`src/rtl/mhl_pkg.sv`:
```
package mhl_pkg;

    localparam int WORD_W = 64;
    localparam int HALF_W = 32;
    localparam int KIND_W = 4;
    localparam int CNT_W  = $clog2(WORD_W);

    localparam logic [KIND_W-1:0] KIND_MULT   = 4'd0;
    localparam logic [KIND_W-1:0] KIND_MULTU  = 4'd1;
    localparam logic [KIND_W-1:0] KIND_DMULT  = 4'd2;
    localparam logic [KIND_W-1:0] KIND_DMULTU = 4'd3;
    localparam logic [KIND_W-1:0] KIND_DIV    = 4'd4;
    localparam logic [KIND_W-1:0] KIND_DIVU   = 4'd5;
    localparam logic [KIND_W-1:0] KIND_DDIV   = 4'd6;
    localparam logic [KIND_W-1:0] KIND_DDIVU  = 4'd7;
    localparam logic [KIND_W-1:0] KIND_MFHI   = 4'd8;
    localparam logic [KIND_W-1:0] KIND_MFLO   = 4'd9;
    localparam logic [KIND_W-1:0] KIND_MTHI   = 4'd10;
    localparam logic [KIND_W-1:0] KIND_MTLO   = 4'd11;

    typedef struct packed {
        logic [KIND_W-1:0] kind;
        logic [WORD_W-1:0] operand_a;
        logic [WORD_W-1:0] operand_b;
    } cmd_t;

    typedef struct packed {
        logic [WORD_W-1:0] hi_value;
        logic [WORD_W-1:0] lo_value;
        logic [WORD_W-1:0] read_value;
    } res_t;

    // top to core
    typedef struct packed {
        logic              start;
        logic              take;
        logic [KIND_W-1:0] kind;
        logic [WORD_W-1:0] a;
        logic [WORD_W-1:0] b;
    } core_ctl_t;

    // core to top
    typedef struct packed {
        logic              idle;
        logic              done;
        logic [WORD_W-1:0] hi;
        logic [WORD_W-1:0] lo;
    } core_sts_t;

    function automatic logic [WORD_W-1:0] sext32(input logic [HALF_W-1:0] v);
        return {{(WORD_W-HALF_W){v[HALF_W-1]}}, v};
    endfunction

endpackage

```
`src/rtl/mhl_addsub.sv`:
```
module mhl_addsub
    import mhl_pkg::*;
(
    input  logic [WORD_W:0]   x,
    input  logic [WORD_W:0]   y,
    input  logic              cin,
    output logic [WORD_W+1:0] sum
);

    assign sum = {1'b0, x} + {1'b0, y} + {{(WORD_W+1){1'b0}}, cin};

endmodule

```
`src/rtl/mhl_core.sv`:
```
module mhl_core
    import mhl_pkg::*;
(
    input  logic      clk,
    input  logic      rst_n,
    input  core_ctl_t ctl,
    output core_sts_t sts
);

    localparam logic [2:0] ST_IDLE   = 3'd0;
    localparam logic [2:0] ST_PRE_A  = 3'd1;
    localparam logic [2:0] ST_PRE_B  = 3'd2;
    localparam logic [2:0] ST_LOOP   = 3'd3;
    localparam logic [2:0] ST_POST_A = 3'd4;
    localparam logic [2:0] ST_POST_B = 3'd5;
    localparam logic [2:0] ST_DONE   = 3'd6;

    localparam logic [CNT_W-1:0] CNT_LAST = CNT_W'(WORD_W - 1);

    logic [2:0]        state_reg, state_next;
    logic [CNT_W-1:0]  cnt_reg, cnt_next;
    logic              div_reg, div_next;
    logic              w_reg, w_next;
    logic              na_reg, na_next;
    logic              nb_reg, nb_next;
    logic [WORD_W-1:0] acc_reg, acc_next;
    logic [WORD_W-1:0] low_reg, low_next;
    logic [WORD_W-1:0] opd_reg, opd_next;
    logic [WORD_W-1:0] sav_reg, sav_next;

    logic [WORD_W:0]   add_x, add_y;
    logic              add_cin;
    logic [WORD_W+1:0] add_sum;

    logic              k_w, k_signed, k_div;
    logic [WORD_W-1:0] ext_a, ext_b;
    logic              neg_q;

    // decode of the arithmetic kind
    always_comb
    begin
        k_w      = 1'b0;
        k_signed = 1'b0;
        k_div    = 1'b0;
        case (ctl.kind)
            KIND_MULT:   begin k_w = 1'b1; k_signed = 1'b1; end
            KIND_MULTU:  begin k_w = 1'b1; end
            KIND_DMULT:  begin k_signed = 1'b1; end
            KIND_DMULTU: begin end
            KIND_DIV:    begin k_w = 1'b1; k_signed = 1'b1; k_div = 1'b1; end
            KIND_DIVU:   begin k_w = 1'b1; k_div = 1'b1; end
            KIND_DDIV:   begin k_signed = 1'b1; k_div = 1'b1; end
            KIND_DDIVU:  begin k_div = 1'b1; end
            default:     begin end
        endcase
        if (k_w)
        begin
            ext_a = k_signed ? sext32(ctl.a[HALF_W-1:0])
                             : {{(WORD_W-HALF_W){1'b0}}, ctl.a[HALF_W-1:0]};
            ext_b = k_signed ? sext32(ctl.b[HALF_W-1:0])
                             : {{(WORD_W-HALF_W){1'b0}}, ctl.b[HALF_W-1:0]};
        end
        else
        begin
            ext_a = ctl.a;
            ext_b = ctl.b;
        end
    end

    assign neg_q = na_reg ^ nb_reg;

    // operand selection for the shared adder
    always_comb
    begin
        add_x   = '0;
        add_y   = '0;
        add_cin = 1'b0;
        case (state_reg)
            ST_PRE_A:
            begin
                add_cin = div_reg & na_reg;
                add_y   = add_cin ? ~{1'b0, low_reg} : {1'b0, low_reg};
            end
            ST_PRE_B:
            begin
                add_cin = div_reg & nb_reg;
                add_y   = add_cin ? ~{1'b0, opd_reg} : {1'b0, opd_reg};
            end
            ST_LOOP:
            begin
                if (div_reg)
                begin
                    add_x   = {acc_reg, low_reg[WORD_W-1]};
                    add_y   = ~{1'b0, opd_reg};
                    add_cin = 1'b1;
                end
                else
                begin
                    add_x = {1'b0, acc_reg};
                    add_y = low_reg[0] ? {1'b0, opd_reg} : '0;
                end
            end
            ST_POST_A:
            begin
                if (div_reg)
                begin
                    add_cin = neg_q;
                    add_y   = neg_q ? ~{1'b0, low_reg} : {1'b0, low_reg};
                end
                else
                begin
                    add_x   = {1'b0, acc_reg};
                    add_cin = na_reg;
                    add_y   = na_reg ? ~{1'b0, opd_reg} : '0;
                end
            end
            ST_POST_B:
            begin
                if (div_reg)
                begin
                    add_cin = na_reg;
                    add_y   = na_reg ? ~{1'b0, acc_reg} : {1'b0, acc_reg};
                end
                else
                begin
                    add_x   = {1'b0, acc_reg};
                    add_cin = nb_reg;
                    add_y   = nb_reg ? ~{1'b0, sav_reg} : '0;
                end
            end
            default:
            begin
            end
        endcase
    end

    mhl_addsub u_addsub (
        .x   (add_x),
        .y   (add_y),
        .cin (add_cin),
        .sum (add_sum)
    );

    always_comb
    begin
        state_next = state_reg;
        cnt_next   = cnt_reg;
        div_next   = div_reg;
        w_next     = w_reg;
        na_next    = na_reg;
        nb_next    = nb_reg;
        acc_next   = acc_reg;
        low_next   = low_reg;
        opd_next   = opd_reg;
        sav_next   = sav_reg;
        case (state_reg)
            ST_IDLE:
            begin
                if (ctl.start)
                begin
                    state_next = ST_PRE_A;
                    cnt_next   = '0;
                    div_next   = k_div;
                    w_next     = k_w;
                    acc_next   = '0;
                    low_next   = ext_a;
                    opd_next   = ext_b;
                    sav_next   = ext_a;
                    if (k_div)
                    begin
                        na_next = k_signed & ext_a[WORD_W-1];
                        nb_next = k_signed & ext_b[WORD_W-1];
                    end
                    else
                    begin
                        na_next = k_signed & ~k_w & ext_a[WORD_W-1];
                        nb_next = k_signed & ~k_w & ext_b[WORD_W-1];
                    end
                end
            end
            ST_PRE_A:
            begin
                low_next   = add_sum[WORD_W-1:0];
                state_next = ST_PRE_B;
            end
            ST_PRE_B:
            begin
                opd_next   = add_sum[WORD_W-1:0];
                state_next = ST_LOOP;
            end
            ST_LOOP:
            begin
                if (div_reg)
                begin
                    acc_next = add_sum[WORD_W+1] ? add_sum[WORD_W-1:0]
                                                 : add_x[WORD_W-1:0];
                    low_next = {low_reg[WORD_W-2:0], add_sum[WORD_W+1]};
                end
                else
                begin
                    acc_next = add_sum[WORD_W:1];
                    low_next = {add_sum[0], low_reg[WORD_W-1:1]};
                end
                cnt_next = cnt_reg + 1'b1;
                if (cnt_reg == CNT_LAST)
                begin
                    state_next = ST_POST_A;
                end
            end
            ST_POST_A:
            begin
                if (div_reg)
                begin
                    low_next = add_sum[WORD_W-1:0];
                end
                else
                begin
                    acc_next = add_sum[WORD_W-1:0];
                end
                state_next = ST_POST_B;
            end
            ST_POST_B:
            begin
                acc_next   = add_sum[WORD_W-1:0];
                state_next = ST_DONE;
            end
            ST_DONE:
            begin
                if (ctl.take)
                begin
                    state_next = ST_IDLE;
                end
            end
            default:
            begin
                state_next = ST_IDLE;
            end
        endcase
    end

    always_ff @(posedge clk or negedge rst_n)
    begin
        if (!rst_n)
        begin
            state_reg <= ST_IDLE;
            cnt_reg   <= '0;
        end
        else
        begin
            state_reg <= state_next;
            cnt_reg   <= cnt_next;
        end
    end

    always_ff @(posedge clk)
    begin
        div_reg <= div_next;
        w_reg   <= w_next;
        na_reg  <= na_next;
        nb_reg  <= nb_next;
        acc_reg <= acc_next;
        low_reg <= low_next;
        opd_reg <= opd_next;
        sav_reg <= sav_next;
    end

    always_comb
    begin
        sts.idle = (state_reg == ST_IDLE);
        sts.done = (state_reg == ST_DONE);
        if (!w_reg)
        begin
            sts.hi = acc_reg;
        end
        else if (div_reg)
        begin
            sts.hi = sext32(acc_reg[HALF_W-1:0]);
        end
        else
        begin
            sts.hi = sext32(low_reg[WORD_W-1:HALF_W]);
        end
        sts.lo = w_reg ? sext32(low_reg[HALF_W-1:0]) : low_reg;
    end

endmodule

```
`src/rtl/mips64_hi_lo_multiply_divide_top.sv`:
```
// multiply/divide unit with the hi and lo registers of a 64-bit mips core
// cmd channel (cmd_valid/cmd_ready/cmd) takes one operation per transaction:
//   kind, operand_a and operand_b; res channel (res_valid/res_ready/res)
//   returns hi_value, lo_value and read_value for every operation
// multiplies and divides run on one shared 65-bit adder: operand sign fix (pre_a,
//   pre_b), one shift-add or shift-subtract step per operand bit in the loop, and
//   result fix (post_a, post_b); the result is registered once the output slot is
//   free, and the next command is accepted only after that
// mfhi, mflo, mthi, mtlo and unused kinds answer in the cycle after acceptance,
//   one transaction per cycle while res is drained
// hi and lo change when the result of the operation is registered
// reset clears hi, lo, res_valid and the core state and counter; no result is pending after reset
// when res_ready is low the result holds in the output register, a finished
//   multiply or divide holds in the unit, and cmd_ready stays low
module mips64_hi_lo_multiply_divide_top
    import mhl_pkg::*;
(
    input  logic clk,
    input  logic rst_n,
    input  logic cmd_valid,
    output logic cmd_ready,
    input  cmd_t cmd,
    output logic res_valid,
    input  logic res_ready,
    output res_t res
);

    logic [WORD_W-1:0] hi_reg, hi_next;
    logic [WORD_W-1:0] lo_reg, lo_next;
    logic              res_valid_reg, res_valid_next;
    res_t              res_reg, res_next;

    core_ctl_t         ctl;
    core_sts_t         sts;

    logic              slot_free;
    logic              accept;
    logic              is_arith;

    assign slot_free = ~res_valid_reg | res_ready;
    assign cmd_ready = sts.idle & slot_free;
    assign accept    = cmd_valid & cmd_ready;
    assign is_arith  = ~cmd.kind[KIND_W-1];

    assign ctl.start = accept & is_arith;
    assign ctl.take  = sts.done & slot_free;
    assign ctl.kind  = cmd.kind;
    assign ctl.a     = cmd.operand_a;
    assign ctl.b     = cmd.operand_b;

    mhl_core u_core (
        .clk   (clk),
        .rst_n (rst_n),
        .ctl   (ctl),
        .sts   (sts)
    );

    always_comb
    begin
        hi_next        = hi_reg;
        lo_next        = lo_reg;
        res_valid_next = res_valid_reg;
        res_next       = res_reg;
        if (ctl.take)
        begin
            hi_next             = sts.hi;
            lo_next             = sts.lo;
            res_next.hi_value   = sts.hi;
            res_next.lo_value   = sts.lo;
            res_next.read_value = '0;
            res_valid_next      = 1'b1;
        end
        else if (accept && !is_arith)
        begin
            res_next.read_value = '0;
            case (cmd.kind)
                KIND_MFHI: res_next.read_value = hi_reg;
                KIND_MFLO: res_next.read_value = lo_reg;
                KIND_MTHI: hi_next = cmd.operand_a;
                KIND_MTLO: lo_next = cmd.operand_a;
                default:   begin end
            endcase
            res_next.hi_value = hi_next;
            res_next.lo_value = lo_next;
            res_valid_next    = 1'b1;
        end
        else if (res_ready)
        begin
            res_valid_next = 1'b0;
        end
    end

    always_ff @(posedge clk or negedge rst_n)
    begin
        if (!rst_n)
        begin
            hi_reg        <= '0;
            lo_reg        <= '0;
            res_valid_reg <= 1'b0;
        end
        else
        begin
            hi_reg        <= hi_next;
            lo_reg        <= lo_next;
            res_valid_reg <= res_valid_next;
        end
    end

    always_ff @(posedge clk)
    begin
        res_reg <= res_next;
    end

    assign res_valid = res_valid_reg;
    assign res       = res_reg;

endmodule

```
`config.mk`:
```
export PLATFORM = sky130hd
export DESIGN_NAME = mips64_hi_lo_multiply_divide_top
export DESIGN_NICKNAME = d
export VERILOG_FILES = /design/src/rtl/mhl_pkg.sv /design/src/rtl/mhl_addsub.sv /design/src/rtl/mhl_core.sv /design/src/rtl/mips64_hi_lo_multiply_divide_top.sv
export SDC_FILE = /design/constraint.sdc
export NUM_CORES = 2
export LEC_CHECK = 0
export ABC_AREA = 1
export BUFFER_PORTS_ARGS = -buffer_cell sky130_fd_sc_hd__buf_2
export CORE_MARGIN = 1.5
export CORE_UTILIZATION = 33
export CTS_BUF_LIST = sky130_fd_sc_hd__clkbuf_8
export DETAILED_ROUTE_END_ITERATION = 10
export SLEW_MARGIN = 10
export SYNTH_ARGS = -nofsm -noshare
export SYNTH_HDL_FRONTEND = slang
export SYNTH_SLANG_ARGS = --single-unit
```
`constraint.sdc`:
```
create_clock -name clk -period 11.5 [get_ports clk]
set_input_delay 2.3 -clock clk [delete_from_list [all_inputs] [get_ports clk]]
set_output_delay 2.3 -clock clk [all_outputs]
set_load 0.02 [all_outputs]
```
# == Word level (Yosys, flattened, before mapping) ==
# Cells that the tools add are included.
# word_totals
ff_bits,590
input_bits,136
# op_classes
n_eq_ne,22
n_addsub,3
n_bitwise,20
n_mux,59
n_reduce_logical,19
# ops
cell,n
two-way mux 64 bit,23
two-way mux 65 bit,10
one-hot mux 64 bit (4 select lines),2
two-way mux 192 bit,2
one-hot mux 65 bit (5 select lines),1
NOT 64 -> 65 bit,4
one-hot mux 64 bit (2 select lines),2
one-hot mux 65 bit (2 select lines),1
adder 65 x 65 -> 66 bit,1
adder 66 x 1 -> 66 bit,1
one-hot mux 3 bit (7 select lines),1
equality test 4 x 3 -> 1 bit (second input constant),4
equality test 4 bit (second input constant),4
one-hot mux 6 bit (2 select lines),1
OR reduction 4 bit,3
bitwise AND 1 bit,11
two-way mux 1 bit,11
equality test 3 bit (second input constant),3
two-way mux 3 bit,3
AND reduction 3 bit,3
nonzero test 4 bit,2
adder 6 x 1 -> 6 bit (second input constant),1
equality test 3 x 2 -> 1 bit (second input constant),2
equality test 6 bit (second input constant),1
other kinds (17),26

# == Depth between registers and ports, before layout ==
# logic_depth
depth_word,9
ltp_mapped,31
mapped_depth_nobuf,29

# == Hierarchy ==
# From an unflattened synthesis, not the netlist that was laid out.
# unflattened
cells_unflattened,6978
area_unflattened_um2,44865.5
# modules_own_cells
mod,instances,cells_each,seq_area_each_um2,area_per_inst_um2
mhl_core,1,3735,8032.7,23473.8
mips64_hi_lo_multiply_divide_top,1,1902,8353.0,15264.6
mhl_addsub,1,1341,0.0,6127.1

# == Least setup slack after synthesis ==
# No wires, ideal clock.
# synth_timing
kind,input to register
start,in res_ready
end,reg u_core.acc_reg[0] (enable)
path_stages,6
setup_slack_ns,0.006
t_arrival_ns,10.912
required_time_ns,10.918
setup_ns,0.582
cell_sequence,nor2_1 -> nor2_1 -> nand2_1 -> nor2_1 -> nor2_1 -> a211oi_1
# synth_between
elab_chain_cells,6
# synth_rtl
item,line,rtl
from (decl),mips64_hi_lo_multiply_divide_top.sv:24,"input logic res_ready,"
bitwise OR 1 bit,mips64_hi_lo_multiply_divide_top.sv:40,assign slot_free = ~res_valid_reg | res_ready;
bitwise AND 1 bit,mips64_hi_lo_multiply_divide_top.sv:41,assign cmd_ready = sts.idle & slot_free;
via cmd_ready,mips64_hi_lo_multiply_divide_top.sv:21,"output logic cmd_ready,"
bitwise AND 1 bit,mips64_hi_lo_multiply_divide_top.sv:42,assign accept = cmd_valid & cmd_ready;
bitwise AND 1 bit,mips64_hi_lo_multiply_divide_top.sv:45,assign ctl.start = accept & is_arith;
!= test 2 bit (no line),-,
AND reduction 3 bit (no line),-,
to (signal assigned),mhl_core.sv:261,acc_reg <= acc_next;
to (decl),mhl_core.sv:26,"logic [WORD_W-1:0] acc_reg, acc_next;"
# The timed path passes the listed nets, and every way through them passes these cells.
# A chain may end at the register's enable or synchronous reset.

# == Worst setup path in the final report ==
# layout_timing
start,reg u_core.div_reg
end,"reg u_core.acc_reg[16], data pin"
# layout_between
elab_chain_cells,8
elab_cells_between_ends,21
cone_classes,2 x add/sub; 17 x mux; 2 x bitwise
# layout_rtl
item,line,rtl
from (decl),mhl_core.sv:22,"logic div_reg, div_next;"
from (signal assigned),mhl_core.sv:257,div_reg <= div_next;
"bitwise AND 1 bit, on equally long branches","mhl_core.sv:86, mhl_core.sv:81",
"two-way mux 65 bit, on equally long branches","mhl_core.sv:87, mhl_core.sv:82",
one-hot mux 65 bit (5 select lines),mhl_core.sv:78,case (state_reg)
adder 65 x 65 -> 66 bit,mhl_addsub.sv:10,"assign sum = {1'b0, x} + {1'b0, y} + {{(WORD_W+1){1'b0}}, cin};"
adder 66 x 1 -> 66 bit,mhl_addsub.sv:10,
two-way mux 64 bit,mhl_core.sv:195,acc_next = add_sum[WORD_W+1] ? add_sum[WORD_W-1:0]
two-way mux 64 bit,mhl_core.sv:193,if (div_reg)
one-hot mux 64 bit (4 select lines) *,mhl_core.sv:156,case (state_reg)
via u_core.acc_next[16],mhl_core.sv:26,
# The timed path passes the listed nets; every way through them passes the cells marked *. The select of a mux whose other input is x is not followed.

==> flow_summary.toml <==
[floorplanning]
core-area_um2 = 120000
ios = 330
dieArea_um2 = 123000
die_h_um = 351
die_width_um = 351
rows = 127
start_util = 0.333

[power]
vdd_drop_max_uv = 199
finalPower_mw = 13.5
power.density_nw_per_um2 = 301
p_leak_nw = 21.0

[detailed_routing]
ant_nets = 0
drc = 0
drtPass1Iterations = 9
vias_per_cell = 5.55
vias = 41100
drt-total-wl_mm = 183
dr.first_iter.drc_count = 6147
avgRoutedWirePerCell_um = 24.7

[worst_setup_path]
cp-end-kind = "register"
worstPathArrival_ns = 8.13
start_kind = "register"
rrSetupSlack_ns = 3.85
reg2reg_depth = 22
max_stage_delay_ns = 0.71
crit_type = "reg2reg"
path_max_fanout = 147
worstPathCellList = "buf_4, buf_12, nand2_1, inv_1, o21ai_4, a32o_1, nor3_1, o21ai_0, ha_1, nand2_1, nand2_1, nand2_1, nand3_1, a21oi_1, o21ai_0, a21oi_4, nand2_8, nor2_4, buf_4, nand2_1, nand3_1, o21ai_0"
slowest_stage = "a21oi_4"
crit_top_cell = "nand2_1"
rr_startpoint = "u_core.div_reg$_DFFE_PP_"
worstPathRequired_ns = 11.98
r2r_end = "u_core.acc_reg[16]$_DFFE_PP_"

[timing]
fmax_ghz = 0.131
fin_skew_ns = 0.0519
period_needed_ns = 7.65
hold_viol_final = 0
drv_slew = 0
slew-limit-headroom = 0.203
setup_tns_ns = 0
whs_ns = 0.506
period_share = 0.665
tightestPinTransition_ns = 1.19
rsz0062_at_grt = "false"
setup_violations = 0

[logic_synthesis]
ys_types = 58
synth_ff_type = "edfxtp_1"
synth.avg_cell_area_um2 = 7.19
syn-num-nets = 5749
synth-seq-area-share = 0.411
synthCells = 5546
synth_top_area_cell = "edfxtp_1"
synthesis.area_um2 = 39900
synth_top_area_frac = 0.292
ys_ff_latch = 590
synth_edf_count = 388
ys_warn_count = 0
ys_async_sr_fraction = 0.234
yosys-top-cells-area = "edfxtp_1 29%, nand2_1 15%, dfrtp_1 8.7%"

[cts]
numClockSinks = 590
htree_levels = 3
worstSkewPairLatency_ns = 0.77
cts_resized = 0
cts_hold_buf = 0
path_clk_slew_ns = 0.07
cts_tree = "built"
cts_setup_buffers = 0
cts_buffer_depth = 3
cts_buffers = 97
root_buffer = "clkbuf_8"

[global_route]
grt_antenna_before_repair = 12
grt_start_max_net_pins = 148
track_usage = 0.288
grt_first_pass_wirelength_mm = 262
overflow = 0
grt_pass1_vias = 37200

[hold_path]
min-delay-start = "u_core.cnt_reg[0]$_DFFE_PN0P_"
whs_path_depth = 1
hold_end = "u_core.cnt_reg[0]$_DFFE_PN0P_"
hp-class = "reg2reg"

[final_layout]
largest_reg_flops = 192
area_growth_pct = 12.4
fin_nets = 5912
regArea_um2 = 16400
drive_gt1_frac = 0.104
multiInputGateArea_um2 = 19200
fillers = 12800
post-route-util = 0.374

[place]
hpwl_mm = 136
portBuffers = 329
gp_congestion = 1.01

[run]
max-cap-violations = 0

[status]
status = "completed"
-- layout by cell type (no fill, tap or decap), types with 64 or more instances in the layout --
master    synthesis  routed
o211ai_1        153     153
ha_1             65      65
dfxtp_1          64      64
clkbuf_8          0     109
edfxtp_1        388     388
o21ai_0         557     556
nand2_1        1613    1607
nand3_1         196     193
a21oi_1         239     239
nor2_1          366     360
inv_1           801     826
o21bai_1         77      77
buf_2            70     328
dfrtp_1         138     138
o22ai_1         103     103
-- how the worst max path moves through the flow --
stage | start | to | slack [ns] | depth (start not counted)
after floorplan | res_ready | u_core.acc_reg[0]$_DFFE_PP_ | 0.006 | 6
after global placement | u_core.div_reg$_DFFE_PP_ | u_core.acc_reg[17]$_DFFE_PP_ | 4.25 | 22
after detailed placement | u_core.div_reg$_DFFE_PP_ | u_core.acc_reg[13]$_DFFE_PP_ | 4.20 | 22
after CTS | u_core.div_reg$_DFFE_PP_ | u_core.acc_reg[13]$_DFFE_PP_ | 4.18 | 22
after global routing | u_core.state_reg[0]$_DFFE_PN0P_ | u_core.acc_reg[16]$_DFFE_PP_ | 3.67 | 25
final | u_core.div_reg$_DFFE_PP_ | u_core.acc_reg[16]$_DFFE_PP_ | 3.85 | 22
-- metrics by stage --
step                setup WS, ns  area [um^2]  cells
finish                      3.85        44800   7408
global route                3.67        44800   7407
CTS                         4.18        44800   7403
detailed placement          4.20        42800   7222
global placement            4.25        42800   7222
floorplan                0.00630        39900   5546
-- power by group --
| group | total, mW | internal [mW] | switching [mW] |
|---|---|---|---|
| Sequential | 4.23 | 3.42 | 0.809 |
| Clock | 2.01 | 1.05 | 0.960 |
| Combinational | 7.22 | 1.86 | 5.36 |
| Total | 13.5 | 6.34 | 7.13 |
-- cell families (layout without fill, tap and decap cells) --
| group | Yosys count | after routing | synth area share |
|---|---|---|---|
| AO/OA/AOI/OAI | 1374 | 1374 | 0.208 |
| XOR/XNOR | 74 | 74 | 0.0163 |
| adder cells (fa/ha/maj) | 67 | 67 | 0.0214 |
| buffers and inverters | 1145 | 1390 | 0.111 |
| flip-flops | 590 | 590 | 0.411 |
| other | 0 | 5 | 0 |
| AND/OR/NAND/NOR | 2296 | 2296 | 0.232 |
-- critical path, delay by kind of cell, from the launching register on --
kind,cells,cell delay [ns]
buf+inv,4,1.50
simple gates,10,2.64
compound gates,7,2.10
flops,1,0.32
fa+ha+maj,1,0.45
-- synthesized netlist by cell type (4+ instances only) --
| master | number |
|---|---|
| buf_2 | 70 |
| nand2_1 | 1613 |
| a22o_1 | 5 |
| o21ai_0 | 557 |
| nor3_1 | 19 |
| buf_6 | 4 |
| nand3_1 | 196 |
| dfrtp_1 | 138 |
| or2_2 | 10 |
| o2111ai_1 | 27 |
| o211ai_1 | 153 |
| nor2_1 | 366 |
| a21oi_2 | 5 |
| nor2_2 | 6 |
| ha_1 | 65 |
| nand3b_1 | 17 |
| clkbuf_1 | 216 |
| inv_1 | 801 |
| inv_2 | 20 |
| o21bai_1 | 77 |
| o311ai_0 | 5 |
| a221oi_1 | 40 |
| nand4_1 | 38 |
| a31oi_1 | 13 |
| a211oi_1 | 5 |
| xor2_1 | 46 |
| a311oi_1 | 4 |
| edfxtp_1 | 388 |
| o221ai_1 | 50 |
| xnor2_1 | 28 |
| o21ai_1 | 35 |
| o22ai_1 | 103 |
| a22oi_1 | 27 |
| o31ai_1 | 11 |
| and2_1 | 13 |
| dfxtp_1 | 64 |
| a32oi_1 | 9 |
| a21oi_1 | 239 |
| buf_1 | 28 |
| nor4_1 | 4 |
-- layout make-up --
class                           count  area share
Antenna cell                        5    0.000279
Clock buffer                      109      0.0335
Clock inverter                     72      0.0120
Inverter                          824      0.0694
Multi-Input combinational cell   3811       0.428
Sequential cell                   590       0.366
Tap cell                         1612      0.0450
Timing Repair Buffer              385      0.0465
-- routing by layer --
| layer | track usage | up-vias | wire length [um] | part of all wire |
|---|---|---|---|---|
| met1 | 0.419 | 19400 | 77800 | 0.43 |
| met4 | 0.120 | 10 | 7700 | 0.042 |
| met5 | 0 | - | 63 | 0.00034 |
| met2 | 0.405 | 2617 | 74400 | 0.41 |
| met3 | 0.0686 | 305 | 23000 | 0.13 |
| li1 | - | 18800 | - | - |
Power figures use the tool's default switching activity.
